<file path="src/dq_pkg.sv">
// dq_pkg: shared types and constants for the double-ended queue.
// Depends on nothing; used by the interfaces, cells, chain, top level and checker.

package dq_pkg;

  localparam int unsigned DEPTH  = 16;
  localparam int unsigned CNT_W  = $clog2(DEPTH + 1);
  localparam int unsigned IDX_W  = $clog2(DEPTH);
  localparam int unsigned WORD_W = 32;
  localparam int unsigned REQ_W  = 3;
  localparam int unsigned STAT_W = 2;

  typedef enum logic [REQ_W-1:0] {
    REQ_ADD_FRONT = 3'd0,
    REQ_ADD_REAR  = 3'd1,
    REQ_REM_FRONT = 3'd2,
    REQ_REM_REAR  = 3'd3,
    REQ_DISPLAY   = 3'd4
  } req_e;

  typedef enum logic [STAT_W-1:0] {
    ST_OK    = 2'd0,
    ST_EMPTY = 2'd1,
    ST_FULL  = 2'd2
  } status_e;

  // what every cell does this cycle
  typedef enum logic [2:0] {
    CELL_HOLD,
    CELL_PUSH,    // take left neighbour (cell 0 takes the new word)
    CELL_POP,     // take right neighbour
    CELL_LOAD,    // selected cell takes the new word
    CELL_ROTATE   // take right neighbour; selected cell takes cell 0
  } cell_op_e;

  typedef struct packed {
    cell_op_e         op;
    logic [IDX_W-1:0] sel;
  } cell_ctrl_t;

  typedef enum logic {
    S_IDLE,
    S_SHOW
  } state_e;

endpackage

</file>
<file path="src/dq_if.sv">
// dq_req_if / dq_rsp_if: valid/ready channels carrying requests and results.
// Depends on dq_pkg for field widths.

interface dq_req_if;
  logic                              valid;
  logic                              ready;
  logic [dq_pkg::REQ_W-1:0]          req_type;
  logic signed [dq_pkg::WORD_W-1:0]  item_value;

  modport source (output valid, output req_type, output item_value, input ready);
  modport sink   (input valid, input req_type, input item_value, output ready);
endinterface

interface dq_rsp_if;
  logic                              valid;
  logic                              ready;
  logic signed [dq_pkg::WORD_W-1:0]  out_value;
  logic [dq_pkg::STAT_W-1:0]         status;
  logic                              last;

  modport source (output valid, output out_value, output status, output last, input ready);
  modport sink   (input valid, input out_value, input status, input last, output ready);
endinterface

</file>
<file path="src/dq_cell.sv">
// dq_cell: one storage cell of the deque chain, fed by its neighbours.
// Depends on dq_pkg.

module dq_cell (
  input  logic                             clk_i,
  input  dq_pkg::cell_ctrl_t               ctrl_i,
  input  logic [dq_pkg::IDX_W-1:0]         idx_i,
  input  logic signed [dq_pkg::WORD_W-1:0] left_i,
  input  logic signed [dq_pkg::WORD_W-1:0] right_i,
  input  logic signed [dq_pkg::WORD_W-1:0] head_i,
  input  logic signed [dq_pkg::WORD_W-1:0] item_i,
  output logic signed [dq_pkg::WORD_W-1:0] word_o
);

  logic signed [dq_pkg::WORD_W-1:0] word_q, word_d;
  logic                             hit;

  assign hit = (idx_i == ctrl_i.sel);

  always_comb begin
    word_d = word_q;
    unique case (ctrl_i.op)
      dq_pkg::CELL_HOLD:   word_d = word_q;
      dq_pkg::CELL_PUSH:   word_d = left_i;
      dq_pkg::CELL_POP:    word_d = right_i;
      dq_pkg::CELL_LOAD:   word_d = hit ? item_i : word_q;
      dq_pkg::CELL_ROTATE: word_d = hit ? head_i : right_i;
      default:             word_d = word_q;
    endcase
  end

  // payload only, no reset
  always_ff @(posedge clk_i) begin
    word_q <= word_d;
  end

  assign word_o = word_q;

endmodule

</file>
<file path="src/dq_chain.sv">
// dq_chain: row of dq_cell storage cells, front word in cell 0.
// Depends on dq_pkg and dq_cell.

module dq_chain (
  input  logic                             clk_i,
  input  dq_pkg::cell_ctrl_t               ctrl_i,
  input  logic signed [dq_pkg::WORD_W-1:0] item_i,
  output logic signed [dq_pkg::WORD_W-1:0] head_o,
  output logic signed [dq_pkg::WORD_W-1:0] sel_word_o
);

  logic signed [dq_pkg::WORD_W-1:0] words [dq_pkg::DEPTH];

  for (genvar i = 0; i < dq_pkg::DEPTH; i++) begin : g_cell
    logic signed [dq_pkg::WORD_W-1:0] left_w, right_w;

    if (i == 0) begin : g_first
      assign left_w = item_i;
    end else begin : g_mid_l
      assign left_w = words[i-1];
    end

    if (i == dq_pkg::DEPTH - 1) begin : g_last
      assign right_w = words[i];
    end else begin : g_mid_r
      assign right_w = words[i+1];
    end

    dq_cell u_cell (
      .clk_i   (clk_i),
      .ctrl_i  (ctrl_i),
      .idx_i   (dq_pkg::IDX_W'(i)),
      .left_i  (left_w),
      .right_i (right_w),
      .head_i  (words[0]),
      .item_i  (item_i),
      .word_o  (words[i])
    );
  end

  assign head_o     = words[0];
  // rear word for remove-from-rear
  assign sel_word_o = words[ctrl_i.sel];

endmodule

</file>
<file path="src/double_ended_queue.sv">
// double_ended_queue: deque of signed 32-bit words held in a chain of cells.
// Depends on dq_pkg, dq_req_if / dq_rsp_if and dq_chain.
//
//  channel | dir | modport | payload
//  --------+-----+---------+------------------------------
//  req_i   | in  | sink    | req_type, item_value
//  rsp_o   | out | source  | out_value, status, last
//
// An add or remove transfer loads the result register and, if the deque is not
// full or empty, updates the chain in the same cycle; remove-from-rear holds it.
// A display of N > 0 stored words first enters the show state, then rotates the
// chain once per result transfer; after N rotations the chain is back in its
// original order.
// Requests are taken only while idle and the result register is free or
// draining; a stalled result holds the chain and the display counter.
// Reset clears the fill count, the state and the result valid; cell contents
// stay undefined until written and are never read before that.

module double_ended_queue (
  input  logic      clk_i,
  input  logic      rst_ni,
  dq_req_if.sink    req_i,
  dq_rsp_if.source  rsp_o
);

  dq_pkg::state_e      state_q, state_d;
  logic [dq_pkg::CNT_W-1:0] count_q, count_d;
  logic [dq_pkg::CNT_W-1:0] remain_q, remain_d;
  logic                out_valid_q, out_valid_d;
  logic signed [dq_pkg::WORD_W-1:0] out_value_q, out_value_d;
  dq_pkg::status_e     out_status_q, out_status_d;
  logic                out_last_q, out_last_d;

  dq_pkg::cell_ctrl_t  ctrl;
  logic signed [dq_pkg::WORD_W-1:0] head_word, sel_word;
  logic                slot_free, in_fire, is_full, is_empty;
  logic [dq_pkg::CNT_W-1:0] count_m1;
  dq_pkg::req_e        req;

  assign slot_free = !out_valid_q || rsp_o.ready;
  assign req_i.ready = (state_q == dq_pkg::S_IDLE) && slot_free;
  assign in_fire   = req_i.valid && req_i.ready;
  assign req       = dq_pkg::req_e'(req_i.req_type);
  assign is_full   = (count_q == dq_pkg::CNT_W'(dq_pkg::DEPTH));
  assign is_empty  = (count_q == '0);
  assign count_m1  = count_q - dq_pkg::CNT_W'(1);

  dq_chain u_chain (
    .clk_i      (clk_i),
    .ctrl_i     (ctrl),
    .item_i     (req_i.item_value),
    .head_o     (head_word),
    .sel_word_o (sel_word)
  );

  // next state
  always_comb begin
    state_d = state_q;
    unique case (state_q)
      dq_pkg::S_IDLE: begin
        if (in_fire && req == dq_pkg::REQ_DISPLAY && !is_empty) begin
          state_d = dq_pkg::S_SHOW;
        end
      end
      dq_pkg::S_SHOW: begin
        if (slot_free && remain_q == dq_pkg::CNT_W'(1)) begin
          state_d = dq_pkg::S_IDLE;
        end
      end
      default: state_d = dq_pkg::S_IDLE;
    endcase
  end

  // chain control, count and result register
  always_comb begin
    ctrl.op      = dq_pkg::CELL_HOLD;
    ctrl.sel     = count_m1[dq_pkg::IDX_W-1:0];
    count_d      = count_q;
    remain_d     = remain_q;
    out_valid_d  = out_valid_q && !rsp_o.ready;
    out_value_d  = out_value_q;
    out_status_d = out_status_q;
    out_last_d   = out_last_q;

    unique case (state_q)
      dq_pkg::S_IDLE: begin
        if (in_fire) begin
          unique case (req)
            dq_pkg::REQ_ADD_FRONT, dq_pkg::REQ_ADD_REAR: begin
              out_valid_d = 1'b1;
              out_value_d = req_i.item_value;
              out_last_d  = 1'b1;
              if (is_full) begin
                out_status_d = dq_pkg::ST_FULL;
              end else begin
                out_status_d = dq_pkg::ST_OK;
                count_d      = count_q + dq_pkg::CNT_W'(1);
                if (req == dq_pkg::REQ_ADD_FRONT) begin
                  ctrl.op = dq_pkg::CELL_PUSH;
                end else begin
                  ctrl.op  = dq_pkg::CELL_LOAD;
                  ctrl.sel = count_q[dq_pkg::IDX_W-1:0];
                end
              end
            end
            dq_pkg::REQ_REM_FRONT, dq_pkg::REQ_REM_REAR: begin
              out_valid_d = 1'b1;
              out_last_d  = 1'b1;
              if (is_empty) begin
                out_value_d  = '0;
                out_status_d = dq_pkg::ST_EMPTY;
              end else begin
                out_status_d = dq_pkg::ST_OK;
                count_d      = count_m1;
                if (req == dq_pkg::REQ_REM_FRONT) begin
                  ctrl.op     = dq_pkg::CELL_POP;
                  out_value_d = head_word;
                end else begin
                  out_value_d = sel_word;  // rear cell, chain holds
                end
              end
            end
            dq_pkg::REQ_DISPLAY: begin
              if (is_empty) begin
                out_valid_d  = 1'b1;
                out_value_d  = '0;
                out_status_d = dq_pkg::ST_EMPTY;
                out_last_d   = 1'b1;
              end else begin
                remain_d = count_q;
              end
            end
            default: ;  // unused codes: transfer taken, nothing happens
          endcase
        end
      end
      dq_pkg::S_SHOW: begin
        if (slot_free) begin
          // front word out, front cell goes round to the rear
          ctrl.op      = dq_pkg::CELL_ROTATE;
          out_valid_d  = 1'b1;
          out_value_d  = head_word;
          out_status_d = dq_pkg::ST_OK;
          out_last_d   = (remain_q == dq_pkg::CNT_W'(1));
          remain_d     = remain_q - dq_pkg::CNT_W'(1);
        end
      end
      default: ;
    endcase
  end

  always_ff @(posedge clk_i or negedge rst_ni) begin
    if (!rst_ni) begin
      state_q     <= dq_pkg::S_IDLE;
      count_q     <= '0;
      remain_q    <= '0;
      out_valid_q <= 1'b0;
    end else begin
      state_q     <= state_d;
      count_q     <= count_d;
      remain_q    <= remain_d;
      out_valid_q <= out_valid_d;
    end
  end

  always_ff @(posedge clk_i) begin
    out_value_q  <= out_value_d;
    out_status_q <= out_status_d;
    out_last_q   <= out_last_d;
  end

  assign rsp_o.valid     = out_valid_q;
  assign rsp_o.out_value = out_value_q;
  assign rsp_o.status    = out_status_q;
  assign rsp_o.last      = out_last_q;

endmodule

</file>
<file path="src/flat_wrapper.sv">
// flat-port wrapper written by rule: the top's interface ports become plain ports
module double_ended_queue_flat 
  (clk_i, rst_ni, req_i_valid, req_i_req_type, req_i_item_value, req_i_ready, rsp_o_valid, rsp_o_out_value, rsp_o_status, rsp_o_last, rsp_o_ready);
  dq_req_if req_i_i ();
  dq_rsp_if rsp_o_i ();
  input  logic clk_i;
  input  logic rst_ni;
  input wire logic [$bits(req_i_i.valid)-1:0] req_i_valid;
  input wire logic [$bits(req_i_i.req_type)-1:0] req_i_req_type;
  input wire logic [$bits(req_i_i.item_value)-1:0] req_i_item_value;
  output wire logic [$bits(req_i_i.ready)-1:0] req_i_ready;
  output wire logic [$bits(rsp_o_i.valid)-1:0] rsp_o_valid;
  output wire logic [$bits(rsp_o_i.out_value)-1:0] rsp_o_out_value;
  output wire logic [$bits(rsp_o_i.status)-1:0] rsp_o_status;
  output wire logic [$bits(rsp_o_i.last)-1:0] rsp_o_last;
  input wire logic [$bits(rsp_o_i.ready)-1:0] rsp_o_ready;
  assign req_i_i.valid = req_i_valid;
  assign req_i_i.req_type = req_i_req_type;
  assign req_i_i.item_value = req_i_item_value;
  assign req_i_ready = req_i_i.ready;
  assign rsp_o_valid = rsp_o_i.valid;
  assign rsp_o_out_value = rsp_o_i.out_value;
  assign rsp_o_status = rsp_o_i.status;
  assign rsp_o_last = rsp_o_i.last;
  assign rsp_o_i.ready = rsp_o_ready;
  double_ended_queue u_core (.clk_i(clk_i), .rst_ni(rst_ni), .req_i(req_i_i), .rsp_o(rsp_o_i));
endmodule
</file>
<file path="config.mk">
export PLATFORM = sky130hd
export DESIGN_NAME = double_ended_queue_flat
export DESIGN_NICKNAME = d
export VERILOG_FILES = /design/src/dq_pkg.sv /design/src/dq_if.sv /design/src/dq_cell.sv /design/src/dq_chain.sv /design/src/double_ended_queue.sv /design/src/flat_wrapper.sv
export SDC_FILE = /design/constraint.sdc
export NUM_CORES = 1
export LEC_CHECK = 0
export BUFFER_PORTS_ARGS = -buffer_cell sky130_fd_sc_hd__buf_2
export CORE_ASPECT_RATIO = 1.75
export CORE_MARGIN = 2
export CORE_UTILIZATION = 25
export CTS_CLUSTER_SIZE = 30
export DETAILED_ROUTE_END_ITERATION = 10
export SETUP_SLACK_MARGIN = 0.5
export SKIP_CTS_REPAIR_TIMING = 1
export SLEW_MARGIN = 5
export SYNTH_ARGS = -nofsm -noshare
export SYNTH_HDL_FRONTEND = slang
export SYNTH_SLANG_ARGS = --single-unit
</file>
<file path="constraint.sdc">
create_clock -name clk_i -period 4.95 [get_ports clk_i]
set_clock_uncertainty 0.05 [all_clocks]
set_input_delay 0.7425 -clock clk_i [delete_from_list [all_inputs] [get_ports clk_i]]
set_output_delay 0.7425 -clock clk_i [all_outputs]
set_load 0.1 [all_outputs]
</file>
## Yosys cells after proc, flatten, opt, wreduce, memory -nomap -nowiden

Cells that the tools add are included.
Widths: inputs -> output; s select.

| word-level totals | value |
|---|---|
| word-level logic and storage cells | 217 |
| input bits | 39 |
| output and inout port bits | 37 |
| register bits after elaboration | 559 |

| cells by class | value |
|---|---|
| bitwise gates (word level) | 2 |
| order comparisons | 1 |
| reductions and logical operators | 39 |
| eq/ne operators | 52 |
| mux-type cells | 97 |
| add/subtract/negate cells | 3 |

Operators by type and width:

| operator | number |
|---|---|
| $pmux 32 s4 | 15 |
| $mux 32 | 39 |
| $pmux 32 s3 | 2 |
| $bmux 32 s4 | 1 |
| $pmux 32 s2 | 1 |
| $ne 2x1->1 const B | 18 |
| $eq 4x4->1 const A | 8 |
| $mux 5 | 6 |
| $reduce_and 2->1 | 14 |
| $pmux 5 s2 | 2 |
| $eq 3x4->1 const A | 4 |
| $mux 7 | 2 |
| $eq 3x2->1 const B | 4 |
| $mux 2 | 6 |
| $mux 4 | 3 |
| $ne 2x2->1 const B | 6 |
| $pmux 3 s2 | 2 |
| $reduce_and 4->1 | 3 |
| $pmux 1 s2 | 5 |
| $sub 5x1->5 const B | 2 |
| $mux 1 | 9 |
| $eq 2x4->1 const A | 2 |
| $eq 3x1->1 const B | 2 |
| $eq 3x3->1 const B | 2 |
| 26 further kinds | 36 |

## Longest topological paths before layout

| depth | value |
|---|---|
| word-level depth | 15 |
| mapped depth | 14 |
| depth with buffers taken out | 9 |

## Cells and area by module

A second synthesis with hierarchy kept.

| unflattened totals | value |
|---|---|
| cells, all modules | 4,173 |
| area, all modules | 43,371.6 sq um |

By module, submodules not included:

| module | sequential area each (sq um) | instances | area an instance (sq um) | cells each |
|---|---|---|---|---|
| dq_cell | 960.9 | 16 | 2,308.5 | 229 |
| dq_chain | 0.0 | 1 | 3,736.1 | 273 |
| double_ended_queue | 1,351.3 | 1 | 2,700.1 | 236 |

## Worst setup path before layout

Ideal clock, no wire load.

| path | value |
|---|---|
| path kind | register to register |
| start | register u_core.out_valid_q (netlist: u_core.rsp_o.valid) |
| end | register u_core.u_chain.g_cell[0].u_cell.word_q (netlist bit u_core.u_chain.g_cell[0].u_cell.word_o[0]), enable pin |
| required time | 4.468 ns |
| slack | 0.349 ns |
| data arrival time | 4.119 ns |
| cell stages (with the launch flop) | 10 |
| clock period less this slack | 4.601 ns |
| path buffers | 3 |
| library setup time | 0.432 ns |
| cells stage by stage | dfrtp_1 -> nor2b_1 -> buf_2 -> or3_1 -> buf_4 -> o21ai_1 -> and3_1 -> clkbuf_1 -> o21ai_0 -> a21oi_1 |

| on the way | value |
|---|---|
| word-level cells in the longest chain between the ends | 9 |
| elaborated cells between the ends (all ways) | 17 |
| those cells by class | eq/ne: 6; mux: 4; reduce/logical: 7 |

RTL lines:

| what | RTL line | text |
|---|---|---|
| from (decl) | double_ended_queue.sv:29 | `logic out_valid_q, out_valid_d;` |
| from (signal assigned) | double_ended_queue.sv:162 | `out_valid_q <= out_valid_d;` |
| $logic_not 1->1 * | double_ended_queue.sv:40 | `assign slot_free = !out_valid_q \|\| rsp_o.ready;` |
| $logic_or 1x1->1 * | double_ended_queue.sv:40 |  |
| $logic_and 1x1->1 | double_ended_queue.sv:41 | `assign req_i.ready = (state_q == dq_pkg::S_IDLE) && slot_free;` |
| $logic_and 1x1->1 | double_ended_queue.sv:42 | `assign in_fire = req_i.valid && req_i.ready;` |
| $mux 7 | double_ended_queue.sv:87 | `if (in_fire) begin` |
| $pmux 3 s2 or $mux 4 (tied branches) | double_ended_queue.sv:85 | `unique case (state_q)` |
| $eq 3x3->1 (tied with other cells) | dq_cell.sv:22 | `unique case (ctrl_i.op)` |
| $ne 2x2->1 (no line) (tied with other cells) | n/a |  |
| $reduce_and 3->1 (no line) * | n/a |  |
| to (signal assigned) | dq_cell.sv:34 | `word_q <= word_d;` |
| to (decl) | dq_cell.sv:15 | `logic signed [dq_pkg::WORD_W-1:0] word_q, word_d;` |

Every way passes the cells marked *; elsewhere a longest branch is shown, timed or not.
A chain may end at the register's enable or synchronous reset.

## Final worst setup path

| path | value |
|---|---|
| start | register u_core.count_q[1] in the netlist's numbering |
| end | register u_core.u_chain.g_cell[10].u_cell.word_q (netlist bit u_core.u_chain.g_cell[10].u_cell.word_o[5]), data pin |

| on the way | value |
|---|---|
| word-level cells in the longest chain between the ends | 9 |
| elaborated cells between the ends (all ways) | 18 |
| those cells by class | add/sub: 1; eq/ne: 6; mux: 10; reduce/logical: 1 |

RTL lines:

| what | RTL line | text |
|---|---|---|
| from (decl) | double_ended_queue.sv:27 | `logic [dq_pkg::CNT_W-1:0] count_q, count_d;` |
| from (signal assigned) | double_ended_queue.sv:160 | `count_q <= count_d;` |
| $sub 5x1->5 | double_ended_queue.sv:46 | `assign count_m1 = count_q - dq_pkg::CNT_W'(1);` |
| $mux 4 | double_ended_queue.sv:98 | `if (req == dq_pkg::REQ_ADD_FRONT) begin` |
| $mux 7 | double_ended_queue.sv:93 | `if (is_full) begin` |
| $mux 4 | double_ended_queue.sv:88 | `unique case (req)` |
| $mux 7 | double_ended_queue.sv:87 |  |
| $mux 4 | double_ended_queue.sv:85 |  |
| $eq 4x4->1 | dq_cell.sv:18 | `assign hit = (idx_i == ctrl_i.sel);` |
| $mux 32 | dq_cell.sv:27 | `dq_pkg::CELL_ROTATE: word_d = hit ? head_i : right_i;` |
| $pmux 32 s4 * | dq_cell.sv:22 |  |
| named net u_core.u_chain.g_cell[10].u_cell.word_d (one bit) | dq_cell.sv:15 |  |
| to (signal assigned) | dq_cell.sv:34 |  |
| to (decl) | dq_cell.sv:15 |  |

Mark *: on every way through the listed nets, which the timed path passes. The rest lies on a longest branch.

==> qor.yml <==
initial_core_util: 0.252
synthTopCellsByArea: "edfxtp_1 (46%), mux4_2 (12%), a221oi_1 (10%)"
cts_inserted_buffers: 50
area_growth_pct: 13.4
syn_area_um2: 35400
hold_violations: 0
clk_latency_ns: 0.64
synth_ff_type: "edfxtp_1"
crit_type: "reg2reg"
track_usage: 0.200
cp.required_ns: 5.29
syn_avg_cell_area_um2: 10.7
relSlewSlack: 0.194
via_count: 31200
synthCells: 3320
vdd_drop_max_v: 0.000639
grt_pass1_wl_um: 213000
rsz0062_at_grt: "false"
p_per_area_nw_per_um2: 883
dr.pass1.iters: 10
cts_buffer_depth: 3
io_buffers: 75
slew_viol_final: 0
wl_per_cell_um: 29.2
nets: 3257
stdcell_area_um2: 40100
fmaxAchievable_mhz: 234
dieHeight_um: 502
totalPowerFinal_mw: 35.4
drtIter0Drc: 4030
postRouteWirelength_um: 149000
final_common_cell: "nor2_1"
routabilityCongestion: 0.872
drive_gt1_frac: 0.198
final_core_util: 0.285
ios: 76
synthArstFlopShare: 0.0215
hold_path.class: "in2reg"
seq_area_frac_synth: 0.473
status: "finished, final reports clean"
globalRouteOverflowTotal: 0
dp_slack_ns: 0.609
post-route-period-util: 0.862
grt.busiest_layer: "met2"
die_area_um2: 145000
final_cell_mix: "nor2_1 (860), edfxtp_1 (547), a221oi_1 (418)"
synth_nets: 3364
root_buffer: "clkbuf_16"
finalSetupViolCount: 0
use_met2: 0.339
via_per_inst: 6.13
synth-seq-cells: 559
clock-sinks: 559
htree_levels: 2
synth_edf_count: 547
yosys_warnings: 0
grt_max_degree: 111
setup_ws_ns: 0.683
cap_violations: 0
grt_antenna_before_repair: 11
critPathMaxFanout: 56
path_clk_slew_ns: 0.07
cp.arrival_ns: 4.61
grt_pass1_vias: 31000
netlist.area_leader.share: 0.464
ys_types: 64
rows: 182
final.setup.tns_ns: 0
drt.antenna.violating_nets: 0
post-route-drc-count: 0
cts_tree: "yes"
use_met3: 0.0315
dp.final_hpwl_um: 92200
period_needed_ns: 4.27
power.leakage_nw: 13.5
coreArea_um2: 141000
dpl_cell_area_um2: 38300
worstMarginPinSlew_ns: 1.20
die_w_um: 288
yosys.area.top_type: "edfxtp_1"
startpoint_type: "flip-flop"
crit_path_end_kind: "flip-flop"
grt_util_met1: 0.212
## layout make-up
type	instances	area [um^2]
fillers	14400	100000
inverters	7	26.3
flip-flops and latches	559	16700
diodes	2	5.00
clock inverters	38	462
well taps	1840	2300
repair buffers	210	1670
multi-input cells	2385	17600
clock buffers	56	1290
## cells by family (layout without fill, tap and decap cells)
logic type | count (synthesis) | in the layout | share of synthesized area
flip-flops | 559 | 559 | 0.473
other | 0 | 2 | 0
multiplexers | 320 | 320 | 0.162
XOR/XNOR | 6 | 6 | 0.00149
AND/OR/NAND/NOR | 1325 | 1325 | 0.152
buffers and inverters | 376 | 311 | 0.0431
adder cells (fa/ha/maj) | 5 | 5 | 0.00177
AO/OA/AOI/OAI | 729 | 729 | 0.167
## report_power, final
group | internal [mW] | total [mW] | switching (mW)
Sequential | 8.99 | 11.6 | 2.59
Combinational | 7.13 | 19.4 | 12.3
Clock | 2.42 | 4.43 | 2.01
Total | 18.5 | 35.4 | 16.9
## cells in the mapped netlist (4+ instances only)
cell type,instances
ha_1,5
a32oi_1,34
inv_1,6
mux2_2,85
nand3b_1,31
o22ai_1,5
o211ai_2,4
xnor2_1,4
nand3_1,40
nor2b_1,4
a21oi_1,77
a32oi_4,4
nand2_1,302
nand4_1,5
a221oi_1,418
o21ai_0,14
o221ai_1,31
clkbuf_1,256
nand2b_1,6
buf_1,33
nor3b_1,4
nor3_1,5
buf_2,76
nor2_1,876
o21ai_2,4
dfrtp_1,12
o22a_1,29
mux2i_1,34
a31oi_1,4
mux4_2,192
o21ai_1,45
edfxtp_1,547
a22oi_1,35
mux2_1,9
and3_1,39
## final timing paths
check / startpoint / end / slack, ns / depth (start not counted)
setup / recovery: u_core.count_q[1] / u_core.u_chain.g_cell[10].u_cell.word_o[5] / 0.68 / 12
hold / removal: req_i_item_value[17] / u_core.u_chain.g_cell[15].u_cell.word_o[17] / 0.38 / 3
setup reg to reg: u_core.count_q[1] / u_core.u_chain.g_cell[10].u_cell.word_o[5] / 0.68 / 12
hold reg to reg: u_core.remain_q[0] / u_core.remain_q[0] / 0.52 / 1
max in group asynchronous: rst_ni / u_core.count_q[1] / 4.13 / 2
min in group asynchronous: rst_ni / u_core.count_q[0] / 0.46 / 2
## routing by layer
metal,routed length (um),part of all wire,up-vias
met5,85,0.00057,-
met4,15600,0.10,14
met3,12800,0.086,809
met2,72200,0.48,2388
met1,48400,0.32,15300
li1,-,-,12700
## registers in the layout, summed over array words and instances (netlist names)
name	count
u_core.count_q	5
u_core.remain_q	5
u_core.state_q	1
u_core.rsp_o.status	2
u_core.rsp_o.out_value	32
u_core.u_chain.g_cell.u_cell.word_o	512
u_core.rsp_o.valid	1
u_core.rsp_o.last	1
## critical path, cell delays in order, from the launching register on
cell,delay (ns)
dfrtp_4,0.65
inv_1,0.22
ha_4,0.21
nor4bb_2,0.16
buf_4,0.23
nor3b_1,0.39
o21ai_0,0.25
nand2_4,0.36
buf_12,0.33
buf_4,0.28
nand2_1,0.34
a221oi_1,0.35
nor2_1,0.09
## stage by stage
stage / cells / hold slack, ns
after CTS: 5094 / -0.0945
after detailed placement: 5000 / 0.496
after floorplan: 3320 / 0.397
after global routing: 5096 / 0.392
after global placement: 5000 / 0.473
final: 5097 / 0.381
No activity file was read; power rests on OpenSTA's default activity.
